===== src/hw/rtl/gfp_pkg.sv =====
`timescale 1ns / 1ps
// ----------------------------------------------------------------------------
// gfp_pkg
// Shared types and constants for the gzip member framing parser.
// ----------------------------------------------------------------------------
package gfp_pkg;

  localparam logic [7:0] MAGIC0       = 8'h1f;
  localparam logic [7:0] MAGIC1       = 8'h8b;
  localparam logic [7:0] CM_DEFLATE   = 8'h08;
  localparam logic [7:0] FLG_RESERVED = 8'he0;

  // flag bit positions
  localparam int FLG_FHCRC    = 1;
  localparam int FLG_FEXTRA   = 2;
  localparam int FLG_FNAME    = 3;
  localparam int FLG_FCOMMENT = 4;

  localparam int HDR_FIXED_LEN = 10;
  localparam logic [15:0] FIXED_SKIP = 16'(HDR_FIXED_LEN - 4);
  localparam logic [15:0] HCRC_LEN   = 16'd2;

  localparam int TRAILER_LEN = 8;
  localparam int DLY_IDX_W   = $clog2(TRAILER_LEN);
  localparam int FILL_W      = DLY_IDX_W + 1;

  localparam int QUEUE_DEPTH = 2;
  localparam int QPTR_W      = $clog2(QUEUE_DEPTH);

  localparam int OUT_CNT_W = 24;

  // field stages for picking the next optional header field
  localparam logic [2:0] STG_EXTRA   = 3'd0;
  localparam logic [2:0] STG_NAME    = 3'd1;
  localparam logic [2:0] STG_COMMENT = 3'd2;
  localparam logic [2:0] STG_HCRC    = 3'd3;
  localparam logic [2:0] STG_PAYLOAD = 3'd4;

  typedef enum logic [3:0] {
    PH_MAGIC0  = 4'd0,
    PH_MAGIC1  = 4'd1,
    PH_METHOD  = 4'd2,
    PH_FLAGS   = 4'd3,
    PH_FIXED   = 4'd4,
    PH_XLEN0   = 4'd5,
    PH_XLEN1   = 4'd6,
    PH_XDATA   = 4'd7,
    PH_NAME    = 4'd8,
    PH_COMMENT = 4'd9,
    PH_HCRC    = 4'd10,
    PH_PAYLOAD = 4'd11
  } phase_t;

  // one word handed from the delay line to the parser
  typedef struct packed {
    logic        has_byte;
    logic [7:0]  pbyte;
    logic        last;
    logic        full;
    logic [31:0] crc;
    logic [31:0] size;
  } gfp_entry_t;

  function automatic phase_t next_field(logic [2:0] stage, logic [7:0] flags);
    phase_t ph;
    if (stage < STG_NAME && flags[FLG_FEXTRA]) begin
      ph = PH_XLEN0;
    end else if (stage < STG_COMMENT && flags[FLG_FNAME]) begin
      ph = PH_NAME;
    end else if (stage < STG_HCRC && flags[FLG_FCOMMENT]) begin
      ph = PH_COMMENT;
    end else if (stage < STG_PAYLOAD && flags[FLG_FHCRC]) begin
      ph = PH_HCRC;
    end else begin
      ph = PH_PAYLOAD;
    end
    return ph;
  endfunction

endpackage


===== src/hw/rtl/gfp_front.sv =====
`timescale 1ns / 1ps
// ----------------------------------------------------------------------------
// gfp_front
// Trailer delay line: holds the newest eight bytes, releases the oldest one
// to the parser and snapshots the trailer on the final byte.
// ----------------------------------------------------------------------------
module gfp_front
  import gfp_pkg::*;
(
  input  logic       clk,
  input  logic       rst_n,
  input  logic       accept,
  input  logic [7:0] byte_in,
  input  logic       is_last,
  output gfp_entry_t entry
);

  logic [7:0]        dly_r   [TRAILER_LEN];
  logic [7:0]        dly_nxt [TRAILER_LEN];
  logic [FILL_W-1:0] fill_r;
  logic [FILL_W-1:0] fill_nxt;

  always_comb begin
    dly_nxt        = dly_r;
    fill_nxt       = fill_r;
    entry.has_byte = fill_r[DLY_IDX_W];
    entry.pbyte    = dly_r[0];
    entry.last     = is_last;
    if (fill_r[DLY_IDX_W]) begin
      for (int i = 0; i < TRAILER_LEN - 1; i++) begin
        dly_nxt[i] = dly_r[i+1];
      end
      dly_nxt[TRAILER_LEN-1] = byte_in;
    end else begin
      dly_nxt[fill_r[DLY_IDX_W-1:0]] = byte_in;
      fill_nxt = fill_r + FILL_W'(1);
    end
    entry.full = fill_nxt[DLY_IDX_W];
    entry.crc  = {dly_nxt[3], dly_nxt[2], dly_nxt[1], dly_nxt[0]};
    entry.size = {dly_nxt[7], dly_nxt[6], dly_nxt[5], dly_nxt[4]};
    // member done, start filling again
    if (is_last) begin
      fill_nxt = '0;
    end
  end

  always_ff @(posedge clk) begin
    if (!rst_n) begin
      fill_r <= '0;
    end else if (accept) begin
      fill_r <= fill_nxt;
    end
  end

  always_ff @(posedge clk) begin
    if (accept) begin
      dly_r <= dly_nxt;
    end
  end

endmodule


===== src/hw/rtl/gfp_queue.sv =====
`timescale 1ns / 1ps
// ----------------------------------------------------------------------------
// gfp_queue
// Short queue between delay line and header parser.
// ----------------------------------------------------------------------------
module gfp_queue
  import gfp_pkg::*;
(
  input  logic       clk,
  input  logic       rst_n,
  input  logic       push,
  input  gfp_entry_t push_entry,
  input  logic       pop,
  output logic       full,
  output logic       not_empty,
  output gfp_entry_t head
);

  gfp_entry_t        q_r [QUEUE_DEPTH];
  logic [QPTR_W-1:0] wr_r;
  logic [QPTR_W-1:0] rd_r;
  logic [QPTR_W:0]   count_r;
  logic [QPTR_W:0]   count_nxt;

  assign full      = (count_r == (QPTR_W + 1)'(QUEUE_DEPTH));
  assign not_empty = (count_r != '0);
  assign head      = q_r[rd_r];

  always_comb begin
    case ({push, pop})
      2'b10:   count_nxt = count_r + (QPTR_W + 1)'(1);
      2'b01:   count_nxt = count_r - (QPTR_W + 1)'(1);
      default: count_nxt = count_r;
    endcase
  end

  always_ff @(posedge clk) begin
    if (!rst_n) begin
      wr_r    <= '0;
      rd_r    <= '0;
      count_r <= '0;
    end else begin
      if (push) begin
        wr_r <= QPTR_W'(wr_r + 1'b1);
      end
      if (pop) begin
        rd_r <= QPTR_W'(rd_r + 1'b1);
      end
      count_r <= count_nxt;
    end
  end

  always_ff @(posedge clk) begin
    if (push) begin
      q_r[wr_r] <= push_entry;
    end
  end

endmodule


===== src/hw/rtl/gfp_back.sv =====
`timescale 1ns / 1ps
// ----------------------------------------------------------------------------
// gfp_back
// Header parser and result register: walks the gzip header fields and
// builds the framing result when the final word comes through.
// ----------------------------------------------------------------------------
module gfp_back
  import gfp_pkg::*;
#(
  parameter int COUNT_BITS = 24
) (
  input  logic        clk,
  input  logic        rst_n,
  input  logic        q_valid,
  input  gfp_entry_t  head,
  output logic        pop,
  output logic        out_valid,
  input  logic        out_stall,
  output logic        out_frame_ok,
  output logic [23:0] out_payload_offset,
  output logic [23:0] out_payload_length,
  output logic [31:0] out_trailer_crc,
  output logic [31:0] out_trailer_size
);

  phase_t                ph_r, ph_nxt, ph_p;
  logic [COUNT_BITS-1:0] pos_r, pos_nxt, pos_p, pos_inc;
  logic [7:0]            flg_r, flg_nxt, flg_p;
  logic [15:0]           skip_r, skip_nxt, skip_p, skip_dec;
  logic [COUNT_BITS-1:0] pstart_r, pstart_nxt, pstart_p;
  logic                  err_r, err_nxt, err_p;

  logic                  ovld_r, ovld_nxt;
  logic                  ok_r, ok_nxt;
  logic [23:0]           off_r, off_nxt, len_r, len_nxt;
  logic [31:0]           crc_r, crc_nxt, size_r, size_nxt;

  logic                  out_free;
  logic                  take_res;
  phase_t                nf;
  logic [2:0]            nf_stage;
  logic                  nf_go;
  logic [7:0]            b;

  assign out_free = !ovld_r || !out_stall;
  assign pop      = q_valid && (!head.last || out_free);
  assign take_res = pop && head.last;
  assign b        = head.pbyte;
  assign pos_inc  = pos_r + COUNT_BITS'(1);
  assign skip_dec = skip_r - 16'd1;

  // parse one byte
  always_comb begin
    ph_p     = ph_r;
    pos_p    = pos_r;
    flg_p    = flg_r;
    skip_p   = skip_r;
    pstart_p = pstart_r;
    err_p    = err_r;
    nf_stage = STG_EXTRA;
    nf_go    = 1'b0;
    nf       = PH_PAYLOAD;
    if (pop && head.has_byte && !err_r) begin
      if (pos_r == '1) begin
        err_p = 1'b1;
      end else begin
        pos_p = pos_inc;
        unique case (ph_r)
          PH_MAGIC0: begin
            if (b != MAGIC0) err_p = 1'b1;
            ph_p = PH_MAGIC1;
          end
          PH_MAGIC1: begin
            if (b != MAGIC1) err_p = 1'b1;
            ph_p = PH_METHOD;
          end
          PH_METHOD: begin
            if (b != CM_DEFLATE) err_p = 1'b1;
            ph_p = PH_FLAGS;
          end
          PH_FLAGS: begin
            if ((b & FLG_RESERVED) != 8'h00) err_p = 1'b1;
            flg_p  = b;
            skip_p = FIXED_SKIP;
            ph_p   = PH_FIXED;
          end
          PH_FIXED: begin
            skip_p   = skip_dec;
            nf_stage = STG_EXTRA;
            nf_go    = (skip_dec == 16'd0);
          end
          PH_XLEN0: begin
            skip_p = {8'h00, b};
            ph_p   = PH_XLEN1;
          end
          PH_XLEN1: begin
            skip_p   = skip_r | {b, 8'h00};
            nf_stage = STG_NAME;
            nf_go    = ((skip_r | {b, 8'h00}) == 16'd0);
            if (!nf_go) ph_p = PH_XDATA;
          end
          PH_XDATA: begin
            skip_p   = skip_dec;
            nf_stage = STG_NAME;
            nf_go    = (skip_dec == 16'd0);
          end
          PH_NAME: begin
            nf_stage = STG_COMMENT;
            nf_go    = (b == 8'h00);
          end
          PH_COMMENT: begin
            nf_stage = STG_HCRC;
            nf_go    = (b == 8'h00);
          end
          PH_HCRC: begin
            skip_p   = skip_dec;
            nf_stage = STG_PAYLOAD;
            nf_go    = (skip_dec == 16'd0);
          end
          PH_PAYLOAD: begin
          end
          default: begin
            err_p = 1'b1;
          end
        endcase
        nf = next_field(nf_stage, flg_r);
        if (nf_go) begin
          ph_p = nf;
          if (nf == PH_HCRC) skip_p = HCRC_LEN;
          if (nf == PH_PAYLOAD) pstart_p = pos_inc;
        end
      end
    end
  end

  // result on the final word, then back to reset values
  always_comb begin
    ph_nxt     = ph_p;
    pos_nxt    = pos_p;
    flg_nxt    = flg_p;
    skip_nxt   = skip_p;
    pstart_nxt = pstart_p;
    err_nxt    = err_p;
    ovld_nxt   = ovld_r && out_stall;
    ok_nxt     = ok_r;
    off_nxt    = off_r;
    len_nxt    = len_r;
    crc_nxt    = crc_r;
    size_nxt   = size_r;
    if (take_res) begin
      ovld_nxt = 1'b1;
      ok_nxt   = head.full && !err_p && (ph_p == PH_PAYLOAD) && (pos_p > pstart_p);
      if (ok_nxt) begin
        off_nxt  = OUT_CNT_W'(pstart_p);
        len_nxt  = OUT_CNT_W'(pos_p - pstart_p);
        crc_nxt  = head.crc;
        size_nxt = head.size;
      end else begin
        off_nxt  = '0;
        len_nxt  = '0;
        crc_nxt  = '0;
        size_nxt = '0;
      end
      ph_nxt     = PH_MAGIC0;
      pos_nxt    = '0;
      flg_nxt    = '0;
      skip_nxt   = '0;
      pstart_nxt = '0;
      err_nxt    = 1'b0;
    end
  end

  always_ff @(posedge clk) begin
    if (!rst_n) begin
      ph_r     <= PH_MAGIC0;
      pos_r    <= '0;
      flg_r    <= '0;
      skip_r   <= '0;
      pstart_r <= '0;
      err_r    <= 1'b0;
      ovld_r   <= 1'b0;
    end else begin
      ph_r     <= ph_nxt;
      pos_r    <= pos_nxt;
      flg_r    <= flg_nxt;
      skip_r   <= skip_nxt;
      pstart_r <= pstart_nxt;
      err_r    <= err_nxt;
      ovld_r   <= ovld_nxt;
    end
  end

  always_ff @(posedge clk) begin
    ok_r   <= ok_nxt;
    off_r  <= off_nxt;
    len_r  <= len_nxt;
    crc_r  <= crc_nxt;
    size_r <= size_nxt;
  end

  assign out_valid          = ovld_r;
  assign out_frame_ok       = ok_r;
  assign out_payload_offset = off_r;
  assign out_payload_length = len_r;
  assign out_trailer_crc    = crc_r;
  assign out_trailer_size   = size_r;

endmodule


===== src/hw/rtl/gzip_frame_parser_top.sv =====
`timescale 1ns / 1ps
// result: the final byte is written into the queue, then the parser pops it into
//   the result register, when the queue holds nothing older
// throughput: one byte per cycle while in_stall is low; the 8-byte delay line
//   and the parser each take a byte, a two-word queue sits between them
// a final byte waits in the queue only while the previous result is stalled
// reset: synchronous active-low, clears delay fill, parser, queue and result
//   valid at once; no clearing pass
// ----------------------------------------------------------------------------
// gzip_frame_parser_top
// gzip member header and trailer framing parser, one byte per word.
// ----------------------------------------------------------------------------
module gzip_frame_parser_top
  import gfp_pkg::*;
#(
  parameter int COUNT_BITS = 24
) (
  input  logic        clk,
  input  logic        rst_n,
  input  logic        in_valid,
  output logic        in_stall,
  input  logic [7:0]  in_byte_in,
  input  logic        in_is_last,
  output logic        out_valid,
  input  logic        out_stall,
  output logic        out_frame_ok,
  output logic [23:0] out_payload_offset,
  output logic [23:0] out_payload_length,
  output logic [31:0] out_trailer_crc,
  output logic [31:0] out_trailer_size
);

  gfp_entry_t fr_entry;
  gfp_entry_t q_head;
  logic       q_full;
  logic       q_not_empty;
  logic       q_pop;
  logic       in_accept;

  assign in_stall  = q_full;
  assign in_accept = in_valid && !q_full;

  gfp_front u_front (
    .clk     (clk),
    .rst_n   (rst_n),
    .accept  (in_accept),
    .byte_in (in_byte_in),
    .is_last (in_is_last),
    .entry   (fr_entry)
  );

  gfp_queue u_queue (
    .clk        (clk),
    .rst_n      (rst_n),
    .push       (in_accept),
    .push_entry (fr_entry),
    .pop        (q_pop),
    .full       (q_full),
    .not_empty  (q_not_empty),
    .head       (q_head)
  );

  gfp_back #(
    .COUNT_BITS (COUNT_BITS)
  ) u_back (
    .clk                (clk),
    .rst_n              (rst_n),
    .q_valid            (q_not_empty),
    .head               (q_head),
    .pop                (q_pop),
    .out_valid          (out_valid),
    .out_stall          (out_stall),
    .out_frame_ok       (out_frame_ok),
    .out_payload_offset (out_payload_offset),
    .out_payload_length (out_payload_length),
    .out_trailer_crc    (out_trailer_crc),
    .out_trailer_size   (out_trailer_size)
  );

endmodule


===== config.mk =====
export PLATFORM = sky130hd
export DESIGN_NAME = gzip_frame_parser_top
export DESIGN_NICKNAME = d
export VERILOG_FILES = /design/src/hw/rtl/gfp_pkg.sv /design/src/hw/rtl/gfp_front.sv /design/src/hw/rtl/gfp_queue.sv /design/src/hw/rtl/gfp_back.sv /design/src/hw/rtl/gzip_frame_parser_top.sv
export SDC_FILE = /design/constraint.sdc
export NUM_CORES = 1
export LEC_CHECK = 0
export BUFFER_PORTS_ARGS = -buffer_cell sky130_fd_sc_hd__buf_2
export CORE_AREA = 5 5 282 146
export DETAILED_ROUTE_END_ITERATION = 16
export DIE_AREA = 0 0 287 151
export HOLD_SLACK_MARGIN = 0.03
export PLACE_DENSITY = 0.67
export SLEW_MARGIN = 20
export SYNTH_ARGS = -nofsm -noshare
export SYNTH_HDL_FRONTEND = slang
export SYNTH_SLANG_ARGS = --single-unit
export TNS_END_PERCENT = 20

===== constraint.sdc =====
create_clock -name clk -period 9.9 [get_ports clk]
set_input_delay 0.99 -clock clk [delete_from_list [all_inputs] [get_ports clk]]
set_output_delay 0.99 -clock clk [all_outputs]
set_load 0.005 [all_outputs]

# Word level (Yosys, flattened, before mapping)

Memories as Yosys holds them, arrays and structs flattened. A register that Yosys moved wholly into a read port is not among the register bits.
Index checks and enable logic that the tools add are counted.

Bits in writable memories: 150
Word-level logic and storage cells: 149
Output and inout port bits: 115
Memories: 1
Register bits: 260

Mux-type cells: 45
Add/subtract/negate cells: 8
Equal/unequal tests: 22
Magnitude comparators: 7
Reduce and logical (&&, ||, !) cells: 37
Bitwise gates (word level): 4

Memory list:

| memory      | words | bits a word | rd ports | clocked after Yosys merged registers in | write ports | line            | RTL |
|---|---|---|---|---|---|---|---|
| u_queue.q_r | 2     | 75          | 1        | 1                                       | 1           | gfp_queue.sv:19 | `gfp_entry_t q_r [QUEUE_DEPTH];` |

Operators with widths:

| cell                                                | count |
|---|---|
| 2-to-1 mux 24 bit                                   | 6 |
| bitwise mux 64 bit                                  | 1 |
| 2-to-1 mux 64 bit                                   | 1 |
| case mux 16 bit (4 select lines)                    | 1 |
| 2-to-1 mux 4 bit                                    | 11 |
| zero test 16 bit                                    | 2 |
| 2-to-1 mux 16 bit                                   | 2 |
| equality test 4 bit, second input constant          | 7 |
| adder 24 x 1 -> 24 bit, second input constant       | 1 |
| demux 8 bit (select 3 bit)                          | 1 |
| equality test 24 bit, second input constant         | 1 |
| greater-than comparator 24 bit                      | 1 |
| case mux 4 bit (6 select lines)                     | 1 |
| subtractor 24 bit                                   | 1 |
| equality test 4 x 3 -> 1 bit, second input constant | 4 |
| bitwise OR 16 bit                                   | 1 |
| subtractor 16 x 1 -> 16 bit, second input constant  | 1 |
| logical AND 1 bit                                   | 14 |
| 2-to-1 mux 1 bit                                    | 14 |
| case mux 3 bit (4 select lines)                     | 1 |
| equality test 4 x 2 -> 1 bit, second input constant | 2 |
| zero test 8 bit                                     | 1 |
| 2-to-1 mux 8 bit                                    | 1 |
| != test 8 x 4 -> 1 bit, second input constant       | 1 |
| other kinds (31)                                    | 46 |

# Depth between registers and ports, before layout

Word-level depth: 22
Depth in mapped cells: 29
Mapped depth without buffers: 23

# By module

From an unflattened synthesis, not the netlist that was laid out.

Cell total of the unflattened synthesis: 1616
Area, all modules: 19830.3 um^2

Modules (own cells, without submodules):

| module                | times used | cells each | sequential area each (um^2) | area each (um^2) |
|---|---|---|---|---|
| gfp_back              | 1          | 1094       | 4874.7                      | 10521.3 |
| gfp_queue             | 1          | 255        | 4604.4                      | 5620.4 |
| gfp_front             | 1          | 266        | 2001.9                      | 3674.8 |
| gzip_frame_parser_top | 1          | 1          | 0.0                         | 13.8 |

# Least setup slack after synthesis

Ideal clock, no wire load.

Kind: flip-flop to flip-flop
Start point: register u_back.skip_r[0]
End point: register u_back.off_r[1], in the netlist u_back.out_payload_offset[1], data pin
Cell stages (with the launch flop): 30
Data required time: 9.633 ns
Slack: 3.823 ns
Data arrival time: 5.810 ns
Cell sequence: dfxtp_1 inv_1 ha_1 or4b_1 buf_2 nor4_4 xnor2_1 and4_4 a31oi_2 nor2_1 and3_1 buf_2 buf_2 mux2i_1 inv_1 ha_1 inv_1 fa_1 a211oi_1 o21ai_0 a2111oi_0 o31ai_1 a211oi_1 o21ai_0 a21oi_1 or4_1 buf_2 buf_6 buf_6 nor2_2

Elaborated cells on any way between the ends: 19
Those cells by class: add/sub (1); order compare (1); eq/ne (1); mux (11); bitwise (1); reduce/logical (4)

RTL lines:

| what                                                             | line                           | RTL |
|---|---|---|
| from (decl)                                                      | gfp_back.sv:29                 | `logic [15:0] skip_r, skip_nxt, skip_p, skip_dec;` |
| from (signal assigned)                                           | gfp_back.sv:186                | `skip_r <= skip_nxt;` |
| subtractor 16 x 1 -> 16 bit or bitwise OR 16 bit (tied branches) | gfp_back.sv:50, gfp_back.sv:99 |  |
| zero test 16 bit (on tied branches)                              | --                             |  |
| case mux 1 bit (3 select lines) *                                | gfp_back.sv:68                 | `unique case (ph_r)` |
| 2-to-1 mux 1 bit *                                               | gfp_back.sv:64                 | `if (pos_r == '1) begin` |
| 2-to-1 mux 1 bit *                                               | gfp_back.sv:63                 | `if (pop && head.has_byte && !err_r) begin` |
| 2-to-1 mux 24 bit *                                              | gfp_back.sv:127                | `if (nf_go) begin` |
| 2-to-1 mux 24 bit *                                              | gfp_back.sv:64                 |  |
| 2-to-1 mux 24 bit *                                              | gfp_back.sv:63                 |  |
| via u_back.pstart_p[0]                                           | gfp_back.sv:30                 | `logic [COUNT_BITS-1:0] pstart_r, pstart_nxt, pstart_p;` |
| greater-than comparator 24 bit *                                 | gfp_back.sv:152                | `ok_nxt = head.full && !err_p && (ph_p == PH_PAYLOAD) && (pos_p > pstart_p);` |
| logical AND 1 bit *                                              | gfp_back.sv:152                |  |
| to (signal assigned)                                             | gfp_back.sv:195                | `off_r <= off_nxt;` |
| to (decl)                                                        | gfp_back.sv:35                 | `logic [23:0] off_r, off_nxt, len_r, len_nxt;` |

Mark *: on every way through the listed nets, which the timed path passes. The rest lies on a longest branch. The select of a mux whose other input is x is not followed.
A chain may end at the register's enable or synchronous reset.

# Worst setup path after layout

Start point: register u_back.skip_r[0]
End point: register u_back.len_r[8], in the netlist u_back.out_payload_length[8], data pin

Longest elaborated chain between the ends: 11
Elaborated cells on any way between the ends: 20
Those cells by class: add/sub (2); order compare (1); eq/ne (1); mux (11); bitwise (1); reduce/logical (4)

Ends and longest elaborated chain:

| what                                                                                    | line            | RTL |
|---|---|---|
| parallel branches: the longest is 11 deep, another holds greater-than comparator 24 bit | --              |  |
| to (signal assigned)                                                                    | gfp_back.sv:196 | `len_r <= len_nxt;` |
| to (decl)                                                                               | gfp_back.sv:35  |  |

Several ways; the timed one is not identified. The select of a mux whose other input is x is not followed.

==> metrics.txt <==
# TYPE chip_impl_metric gauge
chip_impl_metric{name="die-width",unit="um"} 287
chip_impl_metric{name="post_placement_setup_slack",unit="ns"} 2.302
chip_impl_metric{name="synth.distinct_cells",unit=""} 79
chip_impl_metric{name="swShare",unit="%"} 28.59
chip_impl_metric{name="rows",unit=""} 51
chip_impl_metric{name="average_wire_length_per_cell_after_detail_routing",unit="um"} 20.43
chip_impl_metric{name="global_route.usage.total",unit="%"} 20.43
chip_impl_metric{name="grt_first_pass_wirelength",unit="mm"} 68.92
chip_impl_metric{name="biggest_fanout_along_the_worst_timing_path",unit=""} 38
chip_impl_metric{name="input_output_buffers",unit=""} 127
chip_impl_metric{name="clkSlewWorstSetupHoldPaths",unit="ns"} 0.07
chip_impl_metric{name="n_fill_cell",unit=""} 3258
chip_impl_metric{name="intPower",unit="mW"} 3.337
chip_impl_metric{name="drt-vias-per-instance",unit=""} 5.621
chip_impl_metric{name="number_of_synthesized_flops_with_an_enable_pin",unit=""} 327
chip_impl_metric{name="total_power",unit="mW"} 4.674
chip_impl_info{name="timing_worst_setup_path_type",value="reg2reg"} 1
chip_impl_metric{name="fin_crit_sh",unit="%"} 80.09
chip_impl_metric{name="crit_arrival",unit="ns"} 8.19
chip_impl_metric{name="fin_tns_setup",unit="ns"} 0
chip_impl_metric{name="post-synth-top-area-fraction",unit="%"} 51.76
chip_impl_metric{name="max_cap_check_violation_count",unit=""} 0
chip_impl_metric{name="layout.core_utilization",unit="%"} 55.38
chip_impl_metric{name="clock_latency",unit="ns"} 0.54
chip_impl_metric{name="max-slew-margin-rel",unit="%"} 26.05
chip_impl_metric{name="gpl.final_weighted_congestion",unit=""} 0.8969
chip_impl_metric{name="die_height",unit="um"} 151
chip_impl_metric{name="area_growth",unit="%"} 12.13
chip_impl_metric{name="final_critical_path_setup_slack",unit="ns"} 1.971
chip_impl_metric{name="cts-htree-levels",unit=""} 2
chip_impl_metric{name="number_of_antenna_violations_at_the_first_check_in_global_routing",unit=""} 1
chip_impl_metric{name="cts_repair_resize_count",unit=""} 0
chip_impl_metric{name="floorplan.die_area",unit="um^2"} 43340
chip_impl_info{name="status",value="complete, no violations"} 1
chip_impl_metric{name="drv_slew",unit=""} 0
chip_impl_info{name="post_synth_main_area_contributors",value="sky130_fd_sc_hd__edfxtp_1, sky130_fd_sc_hd__dfxtp_1, sky130_fd_sc_hd__mux2i_1, sky130_fd_sc_hd__o21ai_0, sky130_fd_sc_hd__nor2_1"} 1
chip_impl_metric{name="syn_area",unit="um^2"} 18970
chip_impl_metric{name="placeableCoreArea",unit="um^2"} 38410
chip_impl_metric{name="drt-pass1-iter-count",unit=""} 6
chip_impl_metric{name="post_route_cells_drive_above_1_share",unit="%"} 19.29
chip_impl_metric{name="cts.repair_timing.setup_buffer_count",unit=""} 0
chip_impl_metric{name="synthesis.nets",unit=""} 1582
chip_impl_metric{name="transition_time_of_the_tightest_slew_check_pin",unit="ns"} 1.081
chip_impl_metric{name="holdBufCountCts",unit=""} 0
chip_impl_metric{name="cts_sinks",unit=""} 410
chip_impl_metric{name="postSynthCellCount",unit=""} 1539
chip_impl_metric{name="fin_skew",unit="ns"} 0.02706
chip_impl_metric{name="seq_area_frac_synth",unit="%"} 60.52
chip_impl_metric{name="final_setup_violation_count",unit=""} 0
chip_impl_metric{name="ys_async_sr_fraction",unit="%"} 0
chip_impl_metric{name="avgSynthCellArea",unit="um^2"} 12.33
chip_impl_metric{name="grt_remaining_overflow",unit=""} 0
chip_impl_info{name="cts_root_buf",value="sky130_fd_sc_hd__clkbuf_16"} 1
chip_impl_metric{name="static-leakage-power",unit="nW"} 7.530
chip_impl_metric{name="top_level_ports",unit=""} 128
chip_impl_metric{name="seqPwrFrac",unit="%"} 50.5
chip_impl_metric{name="period_needed",unit="ns"} 7.929
chip_impl_metric{name="ant_nets",unit=""} 0
chip_impl_metric{name="ys_warn_count",unit=""} 0
chip_impl_metric{name="finalHoldViolations",unit=""} 0
chip_impl_metric{name="place_area",unit="um^2"} 20020
chip_impl_metric{name="power.share.combinational",unit="%"} 17.5
chip_impl_metric{name="dp_hpwl",unit="mm"} 30.94
chip_impl_metric{name="worst_case_clock_buffer_depth",unit=""} 3
chip_impl_metric{name="numPlacedInstances",unit=""} 2126
chip_impl_metric{name="grt_max_degree",unit=""} 118
chip_impl_info{name="holdCritPathClass",value="reg2reg"} 1
chip_impl_metric{name="clock_power_share",unit="%"} 32.0
chip_impl_info{name="netlist.top_cell.by_area",value="sky130_fd_sc_hd__edfxtp_1"} 1
chip_impl_metric{name="switchingPower",unit="mW"} 1.336
chip_impl_info{name="most_frequent_standard_cell_in_the_layout_excluding_fill_and_tap_cells",value="sky130_fd_sc_hd__edfxtp_1"} 1
chip_impl_metric{name="wirelength",unit="mm"} 44.84
chip_impl_metric{name="vias",unit=""} 12340
chip_impl_metric{name="final_net_count",unit=""} 1679
chip_impl_metric{name="numCtsBuffers",unit=""} 38
chip_impl_info{name="synth_top_flop_cell",value="sky130_fd_sc_hd__edfxtp_1"} 1
chip_impl_metric{name="layout.cells.non_filler",unit=""} 2195
chip_impl_metric{name="critical_path_rt",unit="ns"} 10.16
chip_impl_info{name="rsz_0062_raised_after_global_routing",value="false"} 1
chip_impl_info{name="critPathLaunchType",value="flip-flop"} 1
chip_impl_info{name="endpoint_class_of_the_critical_path",value="flip-flop"} 1
chip_impl_metric{name="timing.fmax",unit="GHz"} 0.1261
chip_impl_metric{name="design_area",unit="um^2"} 21270
chip_impl_metric{name="irDropWorstVdd",unit="V"} 0.0001377
chip_impl_info{name="final_cell_mix",value="sky130_fd_sc_hd__edfxtp_1, sky130_fd_sc_hd__mux2i_1, sky130_fd_sc_hd__nor2_1"} 1
chip_impl_info{name="tritoncts",value="yes"} 1
chip_impl_metric{name="initial_utilization",unit="%"} 49.39
chip_impl_metric{name="grt_pass1_vias",unit=""} 11460
chip_impl_metric{name="drt_drc_violations_left",unit=""} 0
chip_impl_metric{name="p_per_area",unit="nW/um^2"} 219.7
chip_impl_metric{name="ys_ff_latch",unit=""} 410
chip_impl_metric{name="initialDrtViolationCount",unit=""} 1201
chip_impl_metric{name="hold-worst-slack",unit="ns"} 0.4805
area by class of cell:
cell class	count	area [um^2]	share of cell area, %
Antenna cell	1	2.502	0.01176
Sequential cell	410	11490	53.99
Clock inverter	27	286.5	1.347
Tap cell	530	663.1	3.117
Multi-Input combinational cell	1014	6969	32.76
Clock buffer	41	962.2	4.523
Inverter	23	90.09	0.4235
Timing Repair Buffer	149	813.3	3.823
logic make-up after synthesis:
group	count (synthesis)	share of synthesized area, %
simple gates	490	14.00
flops	410	60.52
compound gates	244	7.776
mux	176	9.411
buf+inv	115	2.856
xor+xnor	73	3.370
fa+ha+maj	31	2.071
power by group through the flow:
stage | Combinational [mW] | Clock (mW) | Sequential (mW)
after CTS | 0.825 | 1.53 | 2.36
after floorplan | 0.495 | 0 | 2.38
after global placement | 0.810 | 0 | 2.39
after detailed placement | 0.823 | 0 | 2.40
after global routing | 0.888 | 1.61 | 2.39
final | 0.816 | 1.50 | 2.36
state kept, by name, indices dropped and copies added (netlist names), 16 cells and up, named ones only:
name and cells:
u_back.pos_r 24, u_back.pstart_r 24, u_back.out_trailer_size 32, u_back.out_trailer_crc 32
u_back.skip_r 16, u_queue.q_r 150, u_front.dly_r 56, u_back.out_payload_length 24
u_back.out_payload_offset 24
synth_stat cells, types with 6 or more instances:
cell                         n
sky130_fd_sc_hd__nor3b_1     6
sky130_fd_sc_hd__nand2_1   124
sky130_fd_sc_hd__nand2b_1    9
sky130_fd_sc_hd__and3_1     10
sky130_fd_sc_hd__nor2_2     26
sky130_fd_sc_hd__a21oi_1    56
sky130_fd_sc_hd__clkbuf_1   70
sky130_fd_sc_hd__o211ai_1    9
sky130_fd_sc_hd__inv_1      22
sky130_fd_sc_hd__o22ai_1     6
sky130_fd_sc_hd__nor2_4     43
sky130_fd_sc_hd__a211oi_1    7
sky130_fd_sc_hd__mux2i_1   157
sky130_fd_sc_hd__dfxtp_1    83
sky130_fd_sc_hd__a21o_1     12
sky130_fd_sc_hd__and2_1     34
sky130_fd_sc_hd__mux2_2     19
sky130_fd_sc_hd__edfxtp_1  327
sky130_fd_sc_hd__a31oi_1     8
sky130_fd_sc_hd__or3_1       6
sky130_fd_sc_hd__nor3_1     22
sky130_fd_sc_hd__nand3b_1    6
sky130_fd_sc_hd__o21ai_0   102
sky130_fd_sc_hd__nand3_1    30
sky130_fd_sc_hd__ha_1       29
sky130_fd_sc_hd__xnor2_1    40
sky130_fd_sc_hd__buf_2       8
sky130_fd_sc_hd__xor2_1     33
sky130_fd_sc_hd__nor2_1    134
sky130_fd_sc_hd__nand4_1     8
sky130_fd_sc_hd__nor2b_1     8
worst max-delay path, stage by stage, from the launching register on:
cell and delay [ns]:
sky130_fd_sc_hd__dfxtp_1 0.41, sky130_fd_sc_hd__inv_1 0.13, sky130_fd_sc_hd__ha_1 0.39, sky130_fd_sc_hd__or4b_1 0.64, sky130_fd_sc_hd__nor4_4 0.44, sky130_fd_sc_hd__a31o_2 0.26, sky130_fd_sc_hd__and2_4 0.16, sky130_fd_sc_hd__a31oi_2 0.06
sky130_fd_sc_hd__nor2_1 0.21, sky130_fd_sc_hd__and3_1 0.22, sky130_fd_sc_hd__buf_4 0.42, sky130_fd_sc_hd__mux2i_1 0.28, sky130_fd_sc_hd__fa_1 0.55, sky130_fd_sc_hd__a211oi_1 0.31, sky130_fd_sc_hd__o21ai_0 0.23, sky130_fd_sc_hd__a2111oi_0 0.97
sky130_fd_sc_hd__o31ai_1 0.32, sky130_fd_sc_hd__a211oi_1 0.46, sky130_fd_sc_hd__o21ai_0 0.14, sky130_fd_sc_hd__a21oi_1 0.18, sky130_fd_sc_hd__or4_4 0.21, sky130_fd_sc_hd__buf_4 0.46, sky130_fd_sc_hd__nor2_1 0.13
final timing paths:
check	startpoint	depth (start not counted)	end	slack [ns]
setup / recovery	u_back.skip_r[0]	22	u_back.out_payload_length[8]	1.97
setup reg to reg	u_back.skip_r[0]	22	u_back.out_payload_length[8]	1.97
hold / removal	u_front.entry[71]	0	u_queue.q_r[1][71]	0.48
hold reg to reg	u_front.entry[71]	0	u_queue.q_r[1][71]	0.48
layer usage:
layer | part of all wire, % | GRT usage, % | wire [um]
met1 | 51 | 34.38 | 22890
met5 | 0 | 0 | 0
met3 | 9.4 | 5.218 | 4214
met4 | 1.2 | 3.228 | 529
met2 | 38 | 26.35 | 17210
No activity file was read; power rests on OpenSTA's default activity.
